===== src/design/command_frame_receiver_macros.svh =====
// Assertion macros of the command frame receiver; used by crx_emitter.
// Depends on nothing; included by the files that carry assertions.
`ifndef COMMAND_FRAME_RECEIVER_MACROS_SVH
`define COMMAND_FRAME_RECEIVER_MACROS_SVH

`ifndef SYNTHESIS
// expr must never be true
`define CFR_ASSERT_NEVER(label, clk, rst_n, expr, msg) \
    label: assert property (@(posedge clk) disable iff (!rst_n) !(expr)) else $error(msg);
// ante implies cons in the same cycle
`define CFR_ASSERT_SAME(label, clk, rst_n, ante, cons, msg) \
    label: assert property (@(posedge clk) disable iff (!rst_n) (ante) |-> (cons)) else $error(msg);
// ante implies cons in the next cycle
`define CFR_ASSERT_NEXT(label, clk, rst_n, ante, cons, msg) \
    label: assert property (@(posedge clk) disable iff (!rst_n) (ante) |=> (cons)) else $error(msg);
`else
`define CFR_ASSERT_NEVER(label, clk, rst_n, expr, msg)
`define CFR_ASSERT_SAME(label, clk, rst_n, ante, cons, msg)
`define CFR_ASSERT_NEXT(label, clk, rst_n, ante, cons, msg)
`endif

`endif


===== src/design/crx_pkg.sv =====
// Shared types and constants of the command frame receiver.
// Depends on nothing; imported by every module of the block.
package crx_pkg;

    localparam int FRAME_LENGTH = 10;
    localparam int CNT_W        = 6;
    localparam int EMIT_W       = $clog2(FRAME_LENGTH + 1);

    localparam logic [7:0] HDR0 = 8'h5E;
    localparam logic [7:0] HDR1 = 8'h0C;

    localparam logic [2:0] CFG_CAR_ID       = 3'd0;
    localparam logic [2:0] CFG_PRIORITY     = 3'd1;
    localparam logic [2:0] CFG_TASK_CODE    = 3'd2;
    localparam logic [2:0] CFG_AVOID_CODE   = 3'd3;
    localparam logic [2:0] CFG_STOP_CODE    = 3'd4;
    localparam logic [2:0] CFG_ADVANCE_CODE = 3'd5;
    localparam logic [2:0] CFG_REPLY_CODE   = 3'd6;

    typedef enum logic [2:0] {
        CMD_TASK    = 3'd0,
        CMD_AVOID   = 3'd1,
        CMD_STOP    = 3'd2,
        CMD_ADVANCE = 3'd3,
        CMD_NONE    = 3'd4
    } cmd_t;

    typedef struct packed {
        logic [7:0] car_id;
        logic [7:0] priority_cfg;
        logic [7:0] task_code;
        logic [7:0] avoid_code;
        logic [7:0] stop_code;
        logic [7:0] advance_code;
        logic [7:0] reply_code;
    } cfg_t;

    // Everything the emitter needs to send one reply frame and report
    typedef struct packed {
        logic [7:0]  car_id;
        logic [7:0]  reply_code;
        logic [7:0]  priority_cfg;
        logic [15:0] reply_sum;
        cmd_t        command;
        logic [15:0] coord_x;
        logic [15:0] coord_y;
    } job_t;

endpackage


===== src/design/command_frame_receiver.sv =====
// Top level of the command frame receiver: config registers, parser, emitter.
// Depends on crx_pkg, crx_cfg_regs, crx_parser and crx_emitter.
//
//   channel  direction  tdata / data                 tuser / index   tlast
//   s_       in         rx_byte                      frame_start     -
//   m_       out        tx_byte,command,coord_x,y    out_kind        last
//   cfg_     in         cfg_data (8 bits)            cfg_index (3)   -
//
// One byte is accepted per cycle while s_tready is high; the parser updates count,
// sum and fields in one pass. A good frame ends in a job that the emitter turns into
// FRAME_LENGTH + 1 result items, one per cycle through the output register, paced
// by m_tready. s_tready drops only while a finished job waits for the emitter, which
// holds one. Reset is synchronous on aresetn low and clears counters, flags and valids;
// config registers return to their documented values.
module command_frame_receiver import crx_pkg::*; (
    input  logic        aclk,
    input  logic        aresetn,
    input  logic        s_tvalid,
    output logic        s_tready,
    input  logic [7:0]  s_tdata,    // [7:0] rx_byte
    input  logic        s_tuser,    // [0] frame_start
    output logic        m_tvalid,
    input  logic        m_tready,
    output logic [47:0] m_tdata,    // [7:0] tx_byte, [10:8] command,
                                    // [26:11] coord_x, [42:27] coord_y, rest 0
    output logic        m_tuser,    // [0] out_kind
    output logic        m_tlast,
    input  logic        cfg_valid,
    output logic        cfg_ready,
    input  logic [2:0]  cfg_index,
    input  logic [7:0]  cfg_data
);

    cfg_t cfg;
    logic job_valid;
    logic job_ready;
    job_t job;

    crx_cfg_regs u_cfg (
        .aclk      (aclk),
        .aresetn   (aresetn),
        .cfg_valid (cfg_valid),
        .cfg_ready (cfg_ready),
        .cfg_index (cfg_index),
        .cfg_data  (cfg_data),
        .cfg       (cfg)
    );

    crx_parser u_parser (
        .aclk      (aclk),
        .aresetn   (aresetn),
        .cfg       (cfg),
        .s_tvalid  (s_tvalid),
        .s_tready  (s_tready),
        .s_tdata   (s_tdata),
        .s_tuser   (s_tuser),
        .job_valid (job_valid),
        .job_ready (job_ready),
        .job       (job)
    );

    crx_emitter u_emitter (
        .aclk      (aclk),
        .aresetn   (aresetn),
        .job_valid (job_valid),
        .job_ready (job_ready),
        .job       (job),
        .m_tvalid  (m_tvalid),
        .m_tready  (m_tready),
        .m_tdata   (m_tdata),
        .m_tuser   (m_tuser),
        .m_tlast   (m_tlast)
    );

endmodule


===== src/design/crx_cfg_regs.sv =====
// Configuration register file of the command frame receiver.
// Depends on crx_pkg.
module crx_cfg_regs import crx_pkg::*; (
    input  logic       aclk,
    input  logic       aresetn,
    input  logic       cfg_valid,
    output logic       cfg_ready,
    input  logic [2:0] cfg_index,
    input  logic [7:0] cfg_data,
    output cfg_t       cfg
);

    cfg_t cfg_reg, cfg_next;

    assign cfg_ready = 1'b1;
    assign cfg       = cfg_reg;

    always_comb begin
        cfg_next = cfg_reg;
        if (cfg_valid) begin
            unique case (cfg_index)
                CFG_CAR_ID:       cfg_next.car_id       = cfg_data;
                CFG_PRIORITY:     cfg_next.priority_cfg = cfg_data;
                CFG_TASK_CODE:    cfg_next.task_code    = cfg_data;
                CFG_AVOID_CODE:   cfg_next.avoid_code   = cfg_data;
                CFG_STOP_CODE:    cfg_next.stop_code    = cfg_data;
                CFG_ADVANCE_CODE: cfg_next.advance_code = cfg_data;
                CFG_REPLY_CODE:   cfg_next.reply_code   = cfg_data;
                default:          cfg_next = cfg_reg;
            endcase
        end
    end

    always_ff @(posedge aclk) begin
        if (!aresetn) begin
            cfg_reg.car_id       <= 8'd1;
            cfg_reg.priority_cfg <= 8'd0;
            cfg_reg.task_code    <= 8'd1;
            cfg_reg.avoid_code   <= 8'd2;
            cfg_reg.stop_code    <= 8'd3;
            cfg_reg.advance_code <= 8'd4;
            cfg_reg.reply_code   <= 8'd5;
        end else begin
            cfg_reg <= cfg_next;
        end
    end

endmodule


===== src/design/crx_parser.sv =====
// Per-byte frame parser: byte count, running sum, header/id check, field capture.
// Depends on crx_pkg; hands a finished good frame to the emitter as a job.
module crx_parser import crx_pkg::*; (
    input  logic       aclk,
    input  logic       aresetn,
    input  cfg_t       cfg,
    input  logic       s_tvalid,
    output logic       s_tready,
    input  logic [7:0] s_tdata,   // [7:0] rx_byte
    input  logic       s_tuser,   // [0] frame_start
    output logic       job_valid,
    input  logic       job_ready,
    output job_t       job
);

    localparam logic [CNT_W-1:0] LEN_CNT  = CNT_W'(FRAME_LENGTH);
    localparam logic [CNT_W-1:0] CHK_HI   = CNT_W'(FRAME_LENGTH - 2);
    localparam logic [CNT_W-1:0] CHK_LO   = CNT_W'(FRAME_LENGTH - 1);

    logic [CNT_W-1:0] count_reg, count_next;
    logic [15:0]      sum_reg, sum_next;
    logic             hdr_ok_reg, hdr_ok_next;
    logic [7:0]       cmd_byte_reg, cmd_byte_next;
    logic [15:0]      x_reg, x_next;
    logic [15:0]      y_reg, y_next;
    logic [7:0]       check_hi_reg, check_hi_next;
    logic             job_valid_reg, job_valid_next;
    job_t             job_reg, job_next;

    logic [7:0]       rx_byte;
    logic             accept;
    logic             active;
    logic [CNT_W-1:0] idx;
    logic             good;
    cmd_t             cmd_dec;
    logic [15:0]      reply_sum;

    assign rx_byte   = s_tdata;
    assign s_tready  = !job_valid_reg || job_ready;
    assign accept    = s_tvalid && s_tready;
    assign active    = s_tuser || (count_reg != '0 && count_reg < LEN_CNT);
    assign idx       = s_tuser ? '0 : count_reg;
    assign job_valid = job_valid_reg;
    assign job       = job_reg;

    assign good = hdr_ok_reg && ({check_hi_reg, rx_byte} == sum_reg);
    assign reply_sum = 16'(HDR0) + 16'(HDR1) + 16'(cfg.car_id)
                     + 16'(cfg.reply_code) + 16'(cfg.priority_cfg);

    // task wins over avoid, avoid over stop, stop over advance
    always_comb begin
        priority if (cmd_byte_reg == cfg.task_code)    cmd_dec = CMD_TASK;
        else if (cmd_byte_reg == cfg.avoid_code)       cmd_dec = CMD_AVOID;
        else if (cmd_byte_reg == cfg.stop_code)        cmd_dec = CMD_STOP;
        else if (cmd_byte_reg == cfg.advance_code)     cmd_dec = CMD_ADVANCE;
        else                                           cmd_dec = CMD_NONE;
    end

    always_comb begin
        count_next     = count_reg;
        sum_next       = sum_reg;
        hdr_ok_next    = hdr_ok_reg;
        cmd_byte_next  = cmd_byte_reg;
        x_next         = x_reg;
        y_next         = y_reg;
        check_hi_next  = check_hi_reg;
        job_next       = job_reg;
        job_valid_next = job_valid_reg && !job_ready;

        if (accept && active) begin
            count_next  = idx + 1'b1;
            sum_next    = s_tuser ? 16'd0 : sum_reg;
            hdr_ok_next = s_tuser ? 1'b1 : hdr_ok_reg;
            if (idx < CHK_HI) begin
                sum_next = sum_next + 16'(rx_byte);
            end
            if (idx == CNT_W'(0) && rx_byte != HDR0)        hdr_ok_next = 1'b0;
            if (idx == CNT_W'(1) && rx_byte != HDR1)        hdr_ok_next = 1'b0;
            if (idx == CNT_W'(2) && rx_byte != cfg.car_id)  hdr_ok_next = 1'b0;
            if (idx == CNT_W'(3)) cmd_byte_next = rx_byte;
            if (idx == CNT_W'(4)) x_next[15:8] = rx_byte;
            if (idx == CNT_W'(5)) x_next[7:0]  = rx_byte;
            if (idx == CNT_W'(6)) y_next[15:8] = rx_byte;
            if (idx == CNT_W'(7)) y_next[7:0]  = rx_byte;
            if (idx == CHK_HI)    check_hi_next = rx_byte;
            if (idx == CHK_LO && good) begin
                job_valid_next        = 1'b1;
                job_next.car_id       = cfg.car_id;
                job_next.reply_code   = cfg.reply_code;
                job_next.priority_cfg = cfg.priority_cfg;
                job_next.reply_sum    = reply_sum;
                job_next.command      = cmd_dec;
                job_next.coord_x      = x_reg;
                job_next.coord_y      = y_reg;
            end
        end
    end

    always_ff @(posedge aclk) begin
        if (!aresetn) begin
            count_reg     <= '0;
            sum_reg       <= '0;
            hdr_ok_reg    <= 1'b0;
            job_valid_reg <= 1'b0;
        end else begin
            count_reg     <= count_next;
            sum_reg       <= sum_next;
            hdr_ok_reg    <= hdr_ok_next;
            job_valid_reg <= job_valid_next;
        end
    end

    always_ff @(posedge aclk) begin
        cmd_byte_reg <= cmd_byte_next;
        x_reg        <= x_next;
        y_reg        <= y_next;
        check_hi_reg <= check_hi_next;
        job_reg      <= job_next;
    end

endmodule


===== src/design/crx_emitter.sv =====
// Reply emitter: sends the reply frame bytes and the command report of one job.
// Depends on crx_pkg and the assertion macros header.
`include "command_frame_receiver_macros.svh"
module crx_emitter import crx_pkg::*; (
    input  logic        aclk,
    input  logic        aresetn,
    input  logic        job_valid,
    output logic        job_ready,
    input  job_t        job,
    output logic        m_tvalid,
    input  logic        m_tready,
    output logic [47:0] m_tdata,   // [7:0] tx_byte, [10:8] command,
                                   // [26:11] coord_x, [42:27] coord_y, rest 0
    output logic        m_tuser,   // [0] out_kind
    output logic        m_tlast    // last
);

    localparam logic [EMIT_W-1:0] K_REPORT = EMIT_W'(FRAME_LENGTH);
    localparam logic [EMIT_W-1:0] K_SUM_HI = EMIT_W'(FRAME_LENGTH - 2);
    localparam logic [EMIT_W-1:0] K_SUM_LO = EMIT_W'(FRAME_LENGTH - 1);

    logic              busy_reg, busy_next;
    logic [EMIT_W-1:0] k_reg, k_next;
    job_t              job_reg, job_next;
    logic              tvalid_reg, tvalid_next;
    logic              kind_reg, kind_next;
    logic [7:0]        tx_reg, tx_next;
    cmd_t              cmd_reg, cmd_next;
    logic [15:0]       x_reg, x_next;
    logic [15:0]       y_reg, y_next;
    logic              last_reg, last_next;

    logic              out_free;
    logic [7:0]        tx_byte;

    assign out_free  = !tvalid_reg || m_tready;
    assign job_ready = !busy_reg;
    assign m_tvalid  = tvalid_reg;
    assign m_tuser   = kind_reg;
    assign m_tlast   = last_reg;
    assign m_tdata   = {5'd0, y_reg, x_reg, cmd_reg, tx_reg};

    always_comb begin
        priority if (k_reg == EMIT_W'(0)) tx_byte = HDR0;
        else if (k_reg == EMIT_W'(1))     tx_byte = HDR1;
        else if (k_reg == EMIT_W'(2))     tx_byte = job_reg.car_id;
        else if (k_reg == EMIT_W'(3))     tx_byte = job_reg.reply_code;
        else if (k_reg == EMIT_W'(4))     tx_byte = job_reg.priority_cfg;
        else if (k_reg == K_SUM_HI)       tx_byte = job_reg.reply_sum[15:8];
        else if (k_reg == K_SUM_LO)       tx_byte = job_reg.reply_sum[7:0];
        else                              tx_byte = 8'd0;
    end

    always_comb begin
        busy_next   = busy_reg;
        k_next      = k_reg;
        job_next    = job_reg;
        tvalid_next = tvalid_reg && !m_tready;
        kind_next   = kind_reg;
        tx_next     = tx_reg;
        cmd_next    = cmd_reg;
        x_next      = x_reg;
        y_next      = y_reg;
        last_next   = last_reg;

        if (!busy_reg) begin
            if (job_valid) begin
                busy_next = 1'b1;
                k_next    = '0;
                job_next  = job;
            end
        end else if (out_free) begin
            tvalid_next = 1'b1;
            k_next      = k_reg + 1'b1;
            if (k_reg == K_REPORT) begin
                busy_next = 1'b0;
                kind_next = 1'b1;
                tx_next   = 8'd0;
                cmd_next  = job_reg.command;
                x_next    = job_reg.coord_x;
                y_next    = job_reg.coord_y;
                last_next = 1'b1;
            end else begin
                kind_next = 1'b0;
                tx_next   = tx_byte;
                cmd_next  = CMD_NONE;
                x_next    = 16'd0;
                y_next    = 16'd0;
                last_next = 1'b0;
            end
        end
    end

    always_ff @(posedge aclk) begin
        if (!aresetn) begin
            busy_reg   <= 1'b0;
            k_reg      <= '0;
            tvalid_reg <= 1'b0;
        end else begin
            busy_reg   <= busy_next;
            k_reg      <= k_next;
            tvalid_reg <= tvalid_next;
        end
    end

    always_ff @(posedge aclk) begin
        job_reg  <= job_next;
        kind_reg <= kind_next;
        tx_reg   <= tx_next;
        cmd_reg  <= cmd_next;
        x_reg    <= x_next;
        y_reg    <= y_next;
        last_reg <= last_next;
    end

    `CFR_ASSERT_NEVER(a_k_range, aclk, aresetn, busy_reg && (k_reg > K_REPORT), "item index past report")
    `CFR_ASSERT_SAME(a_report_last, aclk, aresetn, tvalid_reg, (kind_reg == last_reg), "report and last disagree")
    `CFR_ASSERT_NEXT(a_job_taken, aclk, aresetn, job_valid && job_ready, busy_reg && (k_reg == '0), "job not started")

endmodule

===== config.mk =====
export PLATFORM = sky130hd
export DESIGN_NAME = command_frame_receiver
export DESIGN_NICKNAME = d
export VERILOG_FILES = /design/src/design/crx_pkg.sv /design/src/design/command_frame_receiver.sv /design/src/design/crx_cfg_regs.sv /design/src/design/crx_parser.sv /design/src/design/crx_emitter.sv
export VERILOG_INCLUDE_DIRS = /design/src /design/src/design
export SDC_FILE = /design/constraint.sdc
export NUM_CORES = 1
export LEC_CHECK = 0
export BUFFER_PORTS_ARGS = -buffer_cell sky130_fd_sc_hd__buf_2
export CAP_MARGIN = 20
export CELL_PAD_IN_SITES_DETAIL_PLACEMENT = 0
export CELL_PAD_IN_SITES_GLOBAL_PLACEMENT = 1
export CORE_UTILIZATION = 45
export DETAILED_ROUTE_END_ITERATION = 12
export PLACE_DENSITY = 0.78
export SLEW_MARGIN = 20
export SYNTH_ARGS = -nofsm -noshare
export SYNTH_HDL_FRONTEND = slang
export SYNTH_HIERARCHICAL = 1
export SYNTH_SLANG_ARGS = --single-unit

===== constraint.sdc =====
create_clock -name aclk -period 13.25 [get_ports aclk]
set_clock_uncertainty 0.2 [all_clocks]
set_input_delay 1.325 -clock aclk [delete_from_list [all_inputs] [get_ports aclk]]
set_output_delay 1.325 -clock aclk [all_outputs]
set_load 0.02 [all_outputs]

==> results of run 1 <==
==> cells in the final DEF (no fill, tap or decap), types with 28 or more instances in the layout <==
master	instances
edfxtp_1	236
nand2_1	105
dfxtp_1	86
buf_2	70
mux2i_1	62
inv_1	60
and3_1	41
xor2_1	36
a21oi_1	34
clkbuf_16	31
ha_1	30
nor2_1	28
==> through the flow <==
step / utilization (%) / hold WS, ps
final: 51.2 / 203
after CTS: 51.2 / 205
after global routing: 51.2 / 216
after floorplan: - / 200
after detailed placement: 47.8 / 205
after global placement: 47.8 / 200
==> power breakdown <==
part	leakage [nW]	internal [W]	switching, W
sequential	2.89	0.00108	0.00000636
clock	0.494	0.000534	0.000352
combinational	2.58	0.0000320	0.0000510
==> per-layer routing <==
| layer | wire, um | track usage [%] | up-vias | share of wire [%] |
|---|---|---|---|---|
| met3 | 1020 | 2.02 | 39 | 4.2 |
| met4 | 534 | 4.67 | 0 | 2.2 |
| met5 | 0 | 0 | - | 0 |
| met2 | 10800 | 24.7 | 156 | 44 |
| li1 | - | - | 3779 | - |
| met1 | 11900 | 24.0 | 3614 | 49 |
==> critical path, stage by stage <==
cell      delay, ps
buf_2           300
inv_1           170
nand2_1         140
inv_1            50
ha_1            280
a211oi_1        410
nor2_1          130
a31oi_1         400
nor3_1          120
mux2_2          280
==> synthesized netlist by cell type (10+ instances only) <==
cell type,count
buf_4,15
fa_1,10
clkbuf_1,16
nand2_1,105
nor2_1,28
a21oi_1,34
dfxtp_1,86
mux2i_1,62
inv_1,61
o21ai_0,20
nand4_1,12
ha_1,30
edfxtp_1,236
nor4_1,12
nand3_1,16
and3_1,41
xor2_1,36
a21boi_0,11
a31oi_1,11
xnor2_1,25
buf_2,14
nor2b_1,27
==> worst paths after layout <==
path               startpoint  slack [ps]  cells after the start                     to
max                   s_tuser        9870                     10   u_parser/sum_reg[13]
min          u_parser/job[74]         200                      0  u_emitter/job_reg[74]
max reg2reg      u_cfg/cfg[2]        9990                     12       u_parser/job[43]
min reg2reg  u_parser/job[74]         200                      0  u_emitter/job_reg[74]
==> cell type report <==
type	count	area share (%)
flip-flops and latches	322	58.2
multi-input cells	594	27.6
clock buffers	38	5.43
well taps	390	3.22
repair buffers	77	2.66
inverters	62	1.54
clock inverters	15	1.37
==> logic make-up (layout without fill, tap and decap cells) <==
| kind of cell | after synthesis | in the layout |
|---|---|---|
| AO/OA/AOI/OAI | 119 | 119 |
| XOR/XNOR | 61 | 61 |
| adder cells (fa/ha/maj) | 40 | 40 |
| buffers and inverters | 114 | 192 |
| flip-flops | 322 | 322 |
| multiplexers | 65 | 65 |
| other | 3 | 12 |
| AND/OR/NAND/NOR | 297 | 297 |
==> reports/metrics.yaml, run 1 <==
routing:
  postRouteAntennaNets: 0
  drcViolationCount: 0
  via_per_inst: 5.07
  wire_per_inst_um: 16.2
  dr.first_iter.drc_count: 497
  vias: 7588
  wirelength_mm: 24.2
  dr.pass1.iters: 5
sta:
  final_max_slew_viol_count: 0
  worst_pin_slew_ps: 853
  finalHoldViolCount: 0
  finalCritPeriodShare_pct: 25.5
  fmax_mhz: 295
  fin_setup_tns_ps: 0
  setup_ws_ps: 9870
  rsz0062_at_grt: "no"
  setup_viol: 0
  fin_crit_ps: 3380
  slew_headroom_pct: 43.1
status:
  outcome: "completed"
finish:
  nFillCells: 2509
  layout.nets: 1153
  area_growth_pct: 12.4
  multi_input_area_um2: 4190
  largest_register_ffs: 75
  drive_above_1_share_pct: 12.7
  ff_latch_area_um2: 8810
  design_area_um2: 15100
  finalNonFillerCells: 1498
  n_antenna_cell: 0
synth:
  synth-adder-area-share_pct: 4.27
  synth_top_area_cell: "edfxtp_1"
  netlist_area_um2: 13500
  synth_ff_type: "edfxtp_1"
  synthMuxAreaShare_pct: 4.85
  synthXorXnorAreaFrac_pct: 3.96
  synth_enable_flop_cells: 236
  syn_inst: 1021
  synth_compound_area_share_pct: 5.76
  yosysWarnings: 6
  synth_top_family_by_area: "simple AND/OR/NAND/NOR gates"
  yosysUniqueCellTypes: 68
  ys_ff_latch: 322
  yosysSeqAreaShare_pct: 65.3
  synthArstFlopShare_pct: 0
  synth_area_leaders: "edfxtp_1, dfxtp_1, mux2i_1"
  avgSynthCellArea_um2: 13.2
  netlist.area_leader.share_pct: 52.6
  synth-simple-area-share_pct: 11.8
clock_network:
  hold_buffers: 0
  root_buffer: "clkbuf_16"
  cts_tree: "built"
  cts_setup_buffers: 0
  clkSinkCount: 322
  post_cts_resized: 0
  numCtsBuffers: 31
  clk_pin_slew_ps: 70
  clk_latency_ps: 550
  clockBufferDepth: 3
  h-tree-depth: 1
floorplan:
  io_pins: 78
  die_y_um: 175
  core_area_um2: 29600
  die_area_um2: 30700
  initial_core_util_pct: 45.6
  rows: 63
  die_w_um: 175
power_and_ir_drop:
  p_leak_nw: 5.97
  p_per_area_nw_per_um2: 136
  power_w: 0.00205
  ir_drop_mv: 0.102
place:
  place_congestion: 0.836
  port_buffers: 71
  dpl.cell_count: 1445
  hpwl_mm: 16.3
  place_area_um2: 14100
  dpl_worst_slack_ps: 9330
global_route:
  antenna_found_initial: 0
  grt_max_degree: 73
  gr-usage-all-layers_pct: 16.1
  grt_pass1_vias: 7193
  overflow: 0
  grt_pass1_wl_mm: 39.2
critical_path:
  crit_arrival_ps: 3630
  worstSetupPathType: "in2reg"
  critical_path.max_fanout: 17
  setup.worst_path.end_class: "flip-flop"
  crit_path_start_kind: "primary input"
  cp.required_ps: 13500
job:
  maxCapViolations: 0
min_path:
  hold_path.class: "reg2reg"
Note: power is estimated with default switching activity, not from simulation.
==> run 2, diff against run 1 <==
Settings changed: PLACE_DENSITY 0.78 to 0.81.
Clock period 13.25 ns to 2.9 ns, I/O delays scaled along.
==> run 2 against run 1 <==
Compared with the run above:
- wire length up 1.9%
- die area did not move
- total power grew to 4.7 times the previous value
- sequential share of layout area shrank 1.7 points
- via count rose by 2.9%
==> reports/metrics.yaml, run 2 (synthesized netlist as in run 1, its figures left out) <==
global_route:
  overflow: 0  # unchanged
  gr-usage-all-layers_pct: 16.3  # was 16.1%
  grt_pass1_vias: 7348  # was 7,193
  grt_pass1_wl_mm: 39.5  # was 39.2 mm
  grt_max_degree: 71  # was 73
  antenna_found_initial: 1  # was 0
clock_network:
  cts_tree: "built"  # unchanged
  clk_latency_ps: 580  # was 550 ps
  clk_pin_slew_ps: 60  # was 70 ps
  clockBufferDepth: 3  # unchanged
  root_buffer: "clkbuf_16"  # unchanged
  numCtsBuffers: 31  # unchanged
  cts_setup_buffers: 0  # unchanged
  clkSinkCount: 322  # unchanged
  h-tree-depth: 1  # unchanged
sta:
  fin_crit_ps: 2780
  worst_pin_slew_ps: 769  # was 853 ps
  finalCritPeriodShare_pct: 95.8
  slew_headroom_pct: 48.7  # was 43.1%
  final_max_slew_viol_count: 0  # unchanged
  rsz0062_at_grt: "yes"  # was no
  fmax_mhz: 360
  setup_viol: 0  # unchanged
  finalHoldViolCount: 0  # unchanged
place:
  port_buffers: 71  # unchanged
  place_area_um2: 14300  # was 14,100 um2
  place_congestion: 0.857  # was 0.836
  dpl.cell_count: 1468  # was 1,445
  hpwl_mm: 16.8  # was 16.3 mm
critical_path:
  reg2reg_depth: 13  # was 12
  critPathTopFamily: "adder cells"  # was compound AO/OA/AOI/OAI gates
  crit_chain: "inv_1, fa_1, inv_2, ha_4, ha_4, inv_2, fa_2, nor2b_1, o21ai_1, a21boi_1, buf_4, o211ai_1, nand3_1"  # was buf_2, inv_1, nand2_1, inv_1, ha_1, a211oi_1, nor2_1, a31oi_1, nor3_1, mux2_2
  crit_path_end: "u_parser/job[43]"  # was u_parser/sum_reg[13]
  cp.depth: 13  # was 10
  cp_num_buf_inv: 4  # was 3
  regToRegSetupSlack_ps: 120  # was 9990 ps
  worstSetupPathType: "reg2reg"  # was in2reg
  cp.required_ps: 3130  # was 13,500 ps
  slowest_delay_ps: 540  # was 410 ps
  cp-startpoint: "u_cfg/cfg[2]"  # was s_tuser
  r2r-end: "u_parser/job[43]"  # unchanged
  r2r-start: "u_cfg/cfg[2]"  # unchanged
  critical_path.max_fanout: 2  # was 17
  crit_path_start_kind: "flip-flop"  # was primary input
  setup.worst_path.end_class: "flip-flop"  # unchanged
  crit_arrival_ps: 3010  # was 3630 ps
  critPathSlowestCell: "fa_1"  # was a211oi_1
finish:
  final_common_cell: "edfxtp_1"  # unchanged
  multi_input_area_um2: 4250  # was 4190 um2
  design_area_um2: 15600  # was 15,100 um2
  drive_above_1_share_pct: 16.5  # was 12.7%
  ff_latch_area_um2: 8810  # about the same
  area_growth_pct: 15.8  # was 12.4%
  layout.nets: 1189  # was 1,153
  n_antenna_cell: 0  # unchanged
  finalNonFillerCells: 1539  # was 1,498
  largest_register_ffs: 75  # unchanged
  mostFrequentLayoutCells: "edfxtp_1, nand2_1, dfxtp_1"  # unchanged
  nFillCells: 2482  # was 2,509
floorplan:
  die_area_um2: 30700  # unchanged
  die_y_um: 175  # unchanged
  core_area_um2: 29600  # unchanged
  io_pins: 78  # unchanged
  rows: 63  # unchanged
  die_w_um: 175  # unchanged
  initial_core_util_pct: 45.6  # unchanged
routing:
  drcViolationCount: 0  # unchanged
  dr.pass1.iters: 6  # was 5
  wirelength_mm: 24.7  # was 24.2 mm
  dr.first_iter.drc_count: 501  # was 497
  vias: 7808  # was 7,588
  via_per_inst: 5.07  # about the same
  wire_per_inst_um: 16.1  # was 16.2 um
  postRouteAntennaNets: 0  # unchanged
power_and_ir_drop:
  clock_power_share_pct: 43.8  # was 43.1%
  ir_drop_mv: 0.482  # was 0.102 mV
  switching_share_pct: 21.5  # was 19.9%
  internal-power_w: 0.00754  # was 0.00164 W
  p_leak_nw: 6.20  # was 5.97 nW
  p_per_area_nw_per_um2: 615  # was 136 nW/um2
  switchingPower_w: 0.00207  # was 0.000409 W
  pwr-share-comb_pct: 4.6  # was 4.0%
  power_frac_seq_pct: 51.6  # was 52.8%
  power_w: 0.00960  # was 0.00205 W
min_path:
  hold_path.class: "in2reg"  # was reg2reg
job:
  maxCapViolations: 0  # unchanged
status:
  outcome: "completed"  # unchanged
[run 2: cell count changes in the layout (fill, tap and decap cells not counted), sizes merged]
| cell | change |
|---|---|
| buf | +23 |
| dlygate4sd3 | +13 |
| clkinv | +7 |
| inv | +6 |
| clkbuf | -5 |
| clkinvlp | -2 |
| bufinv | -1 |
[run 2: how the worst min path moves through the flow]
stage / startpoint / end / depth (start not counted)
after floorplan: s_tdata[0] / u_parser/check_hi_reg[0] / 0
after CTS: aresetn / u_parser/sum_reg[2] / 2
after global routing: aresetn / u_emitter/k_reg[0] / 2
final: cfg_data[3] / u_cfg/cfg[51] / 3
after global placement: u_parser/x_reg[6] / u_parser/job[22] / 0
after detailed placement: u_parser/job[20] / u_emitter/job_reg[20] / 0
[run 2: per-layer routing]
metal / global-route usage, % / up-vias / share of wire (%)
met5: 0 / - / 0
met4: 5.00 / 0 / 2.4
met3: 2.07 / 40 / 4.8
met2: 26.7 / 194 / 47
met1: 22.7 / 3715 / 46
li1: - / 3859 / -
[run 2: layout make-up]
class	count	area share, %
clock buffers	33	5.15
repair buffers	113	4.68
flip-flops and latches	322	56.4
inverters	62	1.49
well taps	390	3.13
multi-input cells	594	27.2
clock inverters	25	1.89
[run 2: per-stage QoR]
step,hold WS (ps),TNS (ps),setup WS [ps],utilization [%]
global route,34.5,-26.1,-26.1,52.8
global placement,201,-9.91,-9.91,48.5
finish,28.7,0,122,52.8
CTS,5.39,0,14.2,52.6
detailed placement,205,-74.6,-51.4,48.5
floorplan,189,-66080,-945,-
[run 2: power by group through the flow]
stage	combinational, W	clock, W	sequential (W)
after floorplan	0.000278	0	0.00505
after global placement	0.000407	0	0.00505
after detailed placement	0.000414	0	0.00505
after CTS	0.000432	0.00430	0.00495
after global routing	0.000494	0.00448	0.00495
final	0.000442	0.00421	0.00495
[run 2: worst reg2reg max path, delay by kind of cell, from the launching register on]
kind            cells  cell delay, ps
fa+ha+maj           4            1270
compound gates      3             370
flops               1             320
buf+inv             4             280
simple gates        2             210
[run 2: repair_timing]
item,4_1_cts,5_1_grt
hold buffers,13,0
hold endpoints to repair,66,0
setup endpoints to repair,2,3
pin swaps,0,8
cloned,0,0
gates resized for setup,2,12
==> run 3, diff against run 2 <==
Settings changed: PLACE_DENSITY 0.81 to 0.82, SYNTH_HIERARCHICAL 1 to not set.
==> run 3 against run 2 <==
Compared with the run above:
- synthesized area is 5.0% lower
- sequential power is 2% lower
- die area is 4.9% lower
- worst setup slack worse by 45 ps
- sequential share of layout area is 1.0 points higher
- via count is 1.9% higher
- first-iteration DRC count is 8.8% higher
- critical endpoint is now u_parser.job[44]
- final cell count is 0.26% higher
==> reports/metrics.yaml, run 3 <==
floorplan:
  die_w_um: 171  # was 175 um
  initial_core_util_pct: 46.0  # was 45.6%
  core_area_um2: 27900  # was 29,600 um2
  die_area_um2: 29100  # was 30,700 um2
  die_y_um: 171  # was 175 um
  io_pins: 78  # unchanged
  rows: 61  # was 63
critical_path:
  r2r-end: "u_parser.job[44]"  # was u_parser/job[43]
  crit_path_start_kind: "flip-flop"  # unchanged
  critical_path.max_fanout: 2  # unchanged
  regToRegSetupSlack_ps: 80  # was 120 ps
  crit_path_end: "u_parser.job[44]"  # was u_parser/job[43]
  setup.worst_path.end_class: "flip-flop"  # unchanged
  r2r-start: "u_cfg.cfg[49]"  # was u_cfg/cfg[2]
  worstSetupPathType: "reg2reg"  # unchanged
  reg2reg_depth: 10  # was 13
  cp.required_ps: 2940  # was 3130 ps
  cp-startpoint: "u_cfg.cfg[49]"  # was u_cfg/cfg[2]
  crit_arrival_ps: 2860  # was 3010 ps
sta:
  whs_ps: 36.2  # was 28.7 ps
  fin_crit_ps: 2820  # was 2780 ps
  worst_pin_slew_ps: 886  # was 769 ps
  fmax_mhz: 354  # was 360 MHz
  setup_viol: 0  # unchanged
  slew_headroom_pct: 40.5  # was 48.7%
  setup_ws_ps: 76.8  # was 122 ps
  rsz0062_at_grt: "yes"  # unchanged
  final_max_slew_viol_count: 0  # unchanged
  finalHoldViolCount: 0  # unchanged
  finalCritPeriodShare_pct: 97.4  # was 95.8%
clock_network:
  root_buffer: "clkbuf_16"  # unchanged
  clockBufferDepth: 3  # unchanged
  h-tree-depth: 2  # was 1
  cts_tree: "built"  # unchanged
  numCtsBuffers: 34  # was 31
  clk_pin_slew_ps: 60  # about the same
  clkSinkCount: 316  # was 322
  clk_latency_ps: 520  # was 580 ps
status:
  outcome: "completed"  # unchanged
finish:
  final_common_cell: "edfxtp_1"  # unchanged
  mostFrequentLayoutCells: "edfxtp_1, nand2_1, a21oi_1"  # was edfxtp_1, nand2_1, dfxtp_1
  design_area_um2: 15000  # was 15,600 um2
  fin_util_pct: 53.9  # was 52.8%
  drive_above_1_share_pct: 14.2  # was 16.5%
  n_antenna_cell: 0  # unchanged
  nFillCells: 2317  # was 2,482
  area_growth_pct: 17.2  # was 15.8%
  layout.nets: 1199  # was 1,189
place:
  dpl_worst_slack_ps: -55.6  # was -51.4 ps
  port_buffers: 71  # unchanged
  hpwl_mm: 17.7  # was 16.8 mm
  place_area_um2: 13700  # was 14,300 um2
  place_congestion: 0.819  # was 0.857
routing:
  postRouteAntennaNets: 0  # unchanged
  wire_per_inst_um: 17.1  # was 16.1 um
  vias: 7954  # was 7,808
  dr.pass1.iters: 5  # was 6
  dr.first_iter.drc_count: 545  # was 501
  via_per_inst: 5.15  # was 5.07
  drcViolationCount: 0  # unchanged
  wirelength_mm: 26.3  # was 24.7 mm
job:
  maxCapViolations: 0  # unchanged
global_route:
  antenna_found_initial: 0  # was 1
  grt_pass1_vias: 7689  # was 7,348
  gr-usage-all-layers_pct: 18.7  # was 16.3%
  overflow: 0  # unchanged
  grt_pass1_wl_mm: 41.7  # was 39.5 mm
  grt_max_degree: 70  # was 71
synth:
  avgSynthCellArea_um2: 12.5  # was 13.2 um2
  ys_ff_latch: 316  # was 322
  synth.most_common_cell: "edfxtp_1"  # unchanged
  synthTopCellsByCount: "edfxtp_1, nand2_1, a21oi_1, dfxtp_1, inv_1"  # was edfxtp_1, nand2_1, dfxtp_1, mux2i_1, inv_1
  synth_top_area_cell: "edfxtp_1"  # unchanged
  synth_ff_type: "edfxtp_1"  # unchanged
  yosysWarnings: 0  # was 6
  synthArstFlopShare_pct: 0  # unchanged
  synth_enable_flop_cells: 230  # was 236
  netlist_area_um2: 12800  # was 13,500 um2
  netlist.area_leader.share_pct: 53.9  # was 52.6%
  syn_inst: 1023  # was 1,021
  synth_area_leaders: "edfxtp_1, dfxtp_1, nand2_1"  # was edfxtp_1, dfxtp_1, mux2i_1
  yosysUniqueCellTypes: 54  # was 68
  yosysSeqAreaShare_pct: 67.4  # was 65.3%
min_path:
  hold_path.class: "in2reg"  # unchanged
power_and_ir_drop:
  ir_drop_mv: 0.347  # was 0.482 mV
  p_per_area_nw_per_um2: 634  # was 615 nW/um2
  p_leak_nw: 5.48  # was 6.20 nW
  power_w: 0.00952  # was 0.00960 W
-- run 3: cell types whose count changed after synthesis, moves of 13 or more --
cell,before,now
a21oi_1,34,89
xor2_1,36,20
mux2i_1,62,4
nand2_1,105,159
xnor2_1,25,50
clkbuf_1,16,29
-- run 3: worst min-delay path by stage --
stage / from / end / slack, ps / cells after the start
floorplan: s_tdata[0] / u_parser.check_hi_reg[0] / 190 / 0
global placement: u_parser.job[31] / u_emitter.job_reg[31] / 200 / 0
detailed placement: u_parser.job[10] / u_emitter.job_reg[10] / 200 / 0
CTS: s_tdata[7] / u_parser.y_reg[15] / 6 / 1
global route: s_tdata[7] / u_parser.y_reg[15] / 5 / 1
finish: s_tdata[7] / u_parser.y_reg[15] / 40 / 1
-- run 3: logic make-up after synthesis --
group	synth area share (%)
AO/OA/AOI/OAI	7.82
multiplexers	0.313
other	0.0586
buffers and inverters	2.86
flip-flops	67.4
AND/OR/NAND/NOR	12.8
adder cells (fa/ha/maj)	4.00
XOR/XNOR	4.79
-- run 3: per-stage QoR --
step	setup TNS [ps]	std cells
4_1_cts	0	1543
3_3_place_gp	0	1465
6_report	0	1543
5_1_grt	-32.4	1543
3_5_place_dp	-101	1465
2_1_floorplan	0	1027
-- run 3: final cells by class --
type                            instances  area [um2]  share of cell area (%)
Tap cell                              378         473                    3.15
Multi-Input combinational cell        621        3880                    25.8
Timing Repair Buffer                  115         751                    5.00
Clock buffer                           41         897                    5.97
Inverter                               51         195                    1.30
Clock inverter                         21         196                    1.31
Sequential cell                       316        8630                    57.4
-- run 3: routing by layer --
layer	track usage [%]	share of wire, %	vias up	wire [um]
li1	-	-	3864	-
met1	24.8	45	3788	11700
met2	31.1	48	237	12700
met3	2.85	4.5	65	1190
met4	6.74	2.8	0	748
met5	0	0	-	0
-- run 3: worst max-delay path, stage by stage (launching register included) --
cell and delay, ps:
dfxtp_1 320, ha_1 270, inv_1 50, fa_1 480, inv_1 70, fa_2 410
a21o_1 180, a21oi_2 150, nor2b_1 90, o31ai_2 220, a21oi_1 110
-- run 3: repair_timing --
| item | CTS | global route |
|---|---|---|
| cloned | 0 | 0 |
| endpoints found under the hold margin | 76 | 0 |
| hold buffers | 16 | 0 |
| buffers inserted | 0 | 0 |
| endpoints found under the setup margin | 2 | 4 |
| gates resized for setup | 2 | 8 |
-- run 3: report_power, final --
| group | switching, W | total (W) | internal, W |
|---|---|---|---|
| Clock | 0.00173 | 0.00422 | 0.00249 |
| Combinational | 0.000265 | 0.000438 | 0.000173 |
| Sequential | 0.0000293 | 0.00487 | 0.00484 |
| Total | 0.00202 | 0.00952 | 0.00750 |
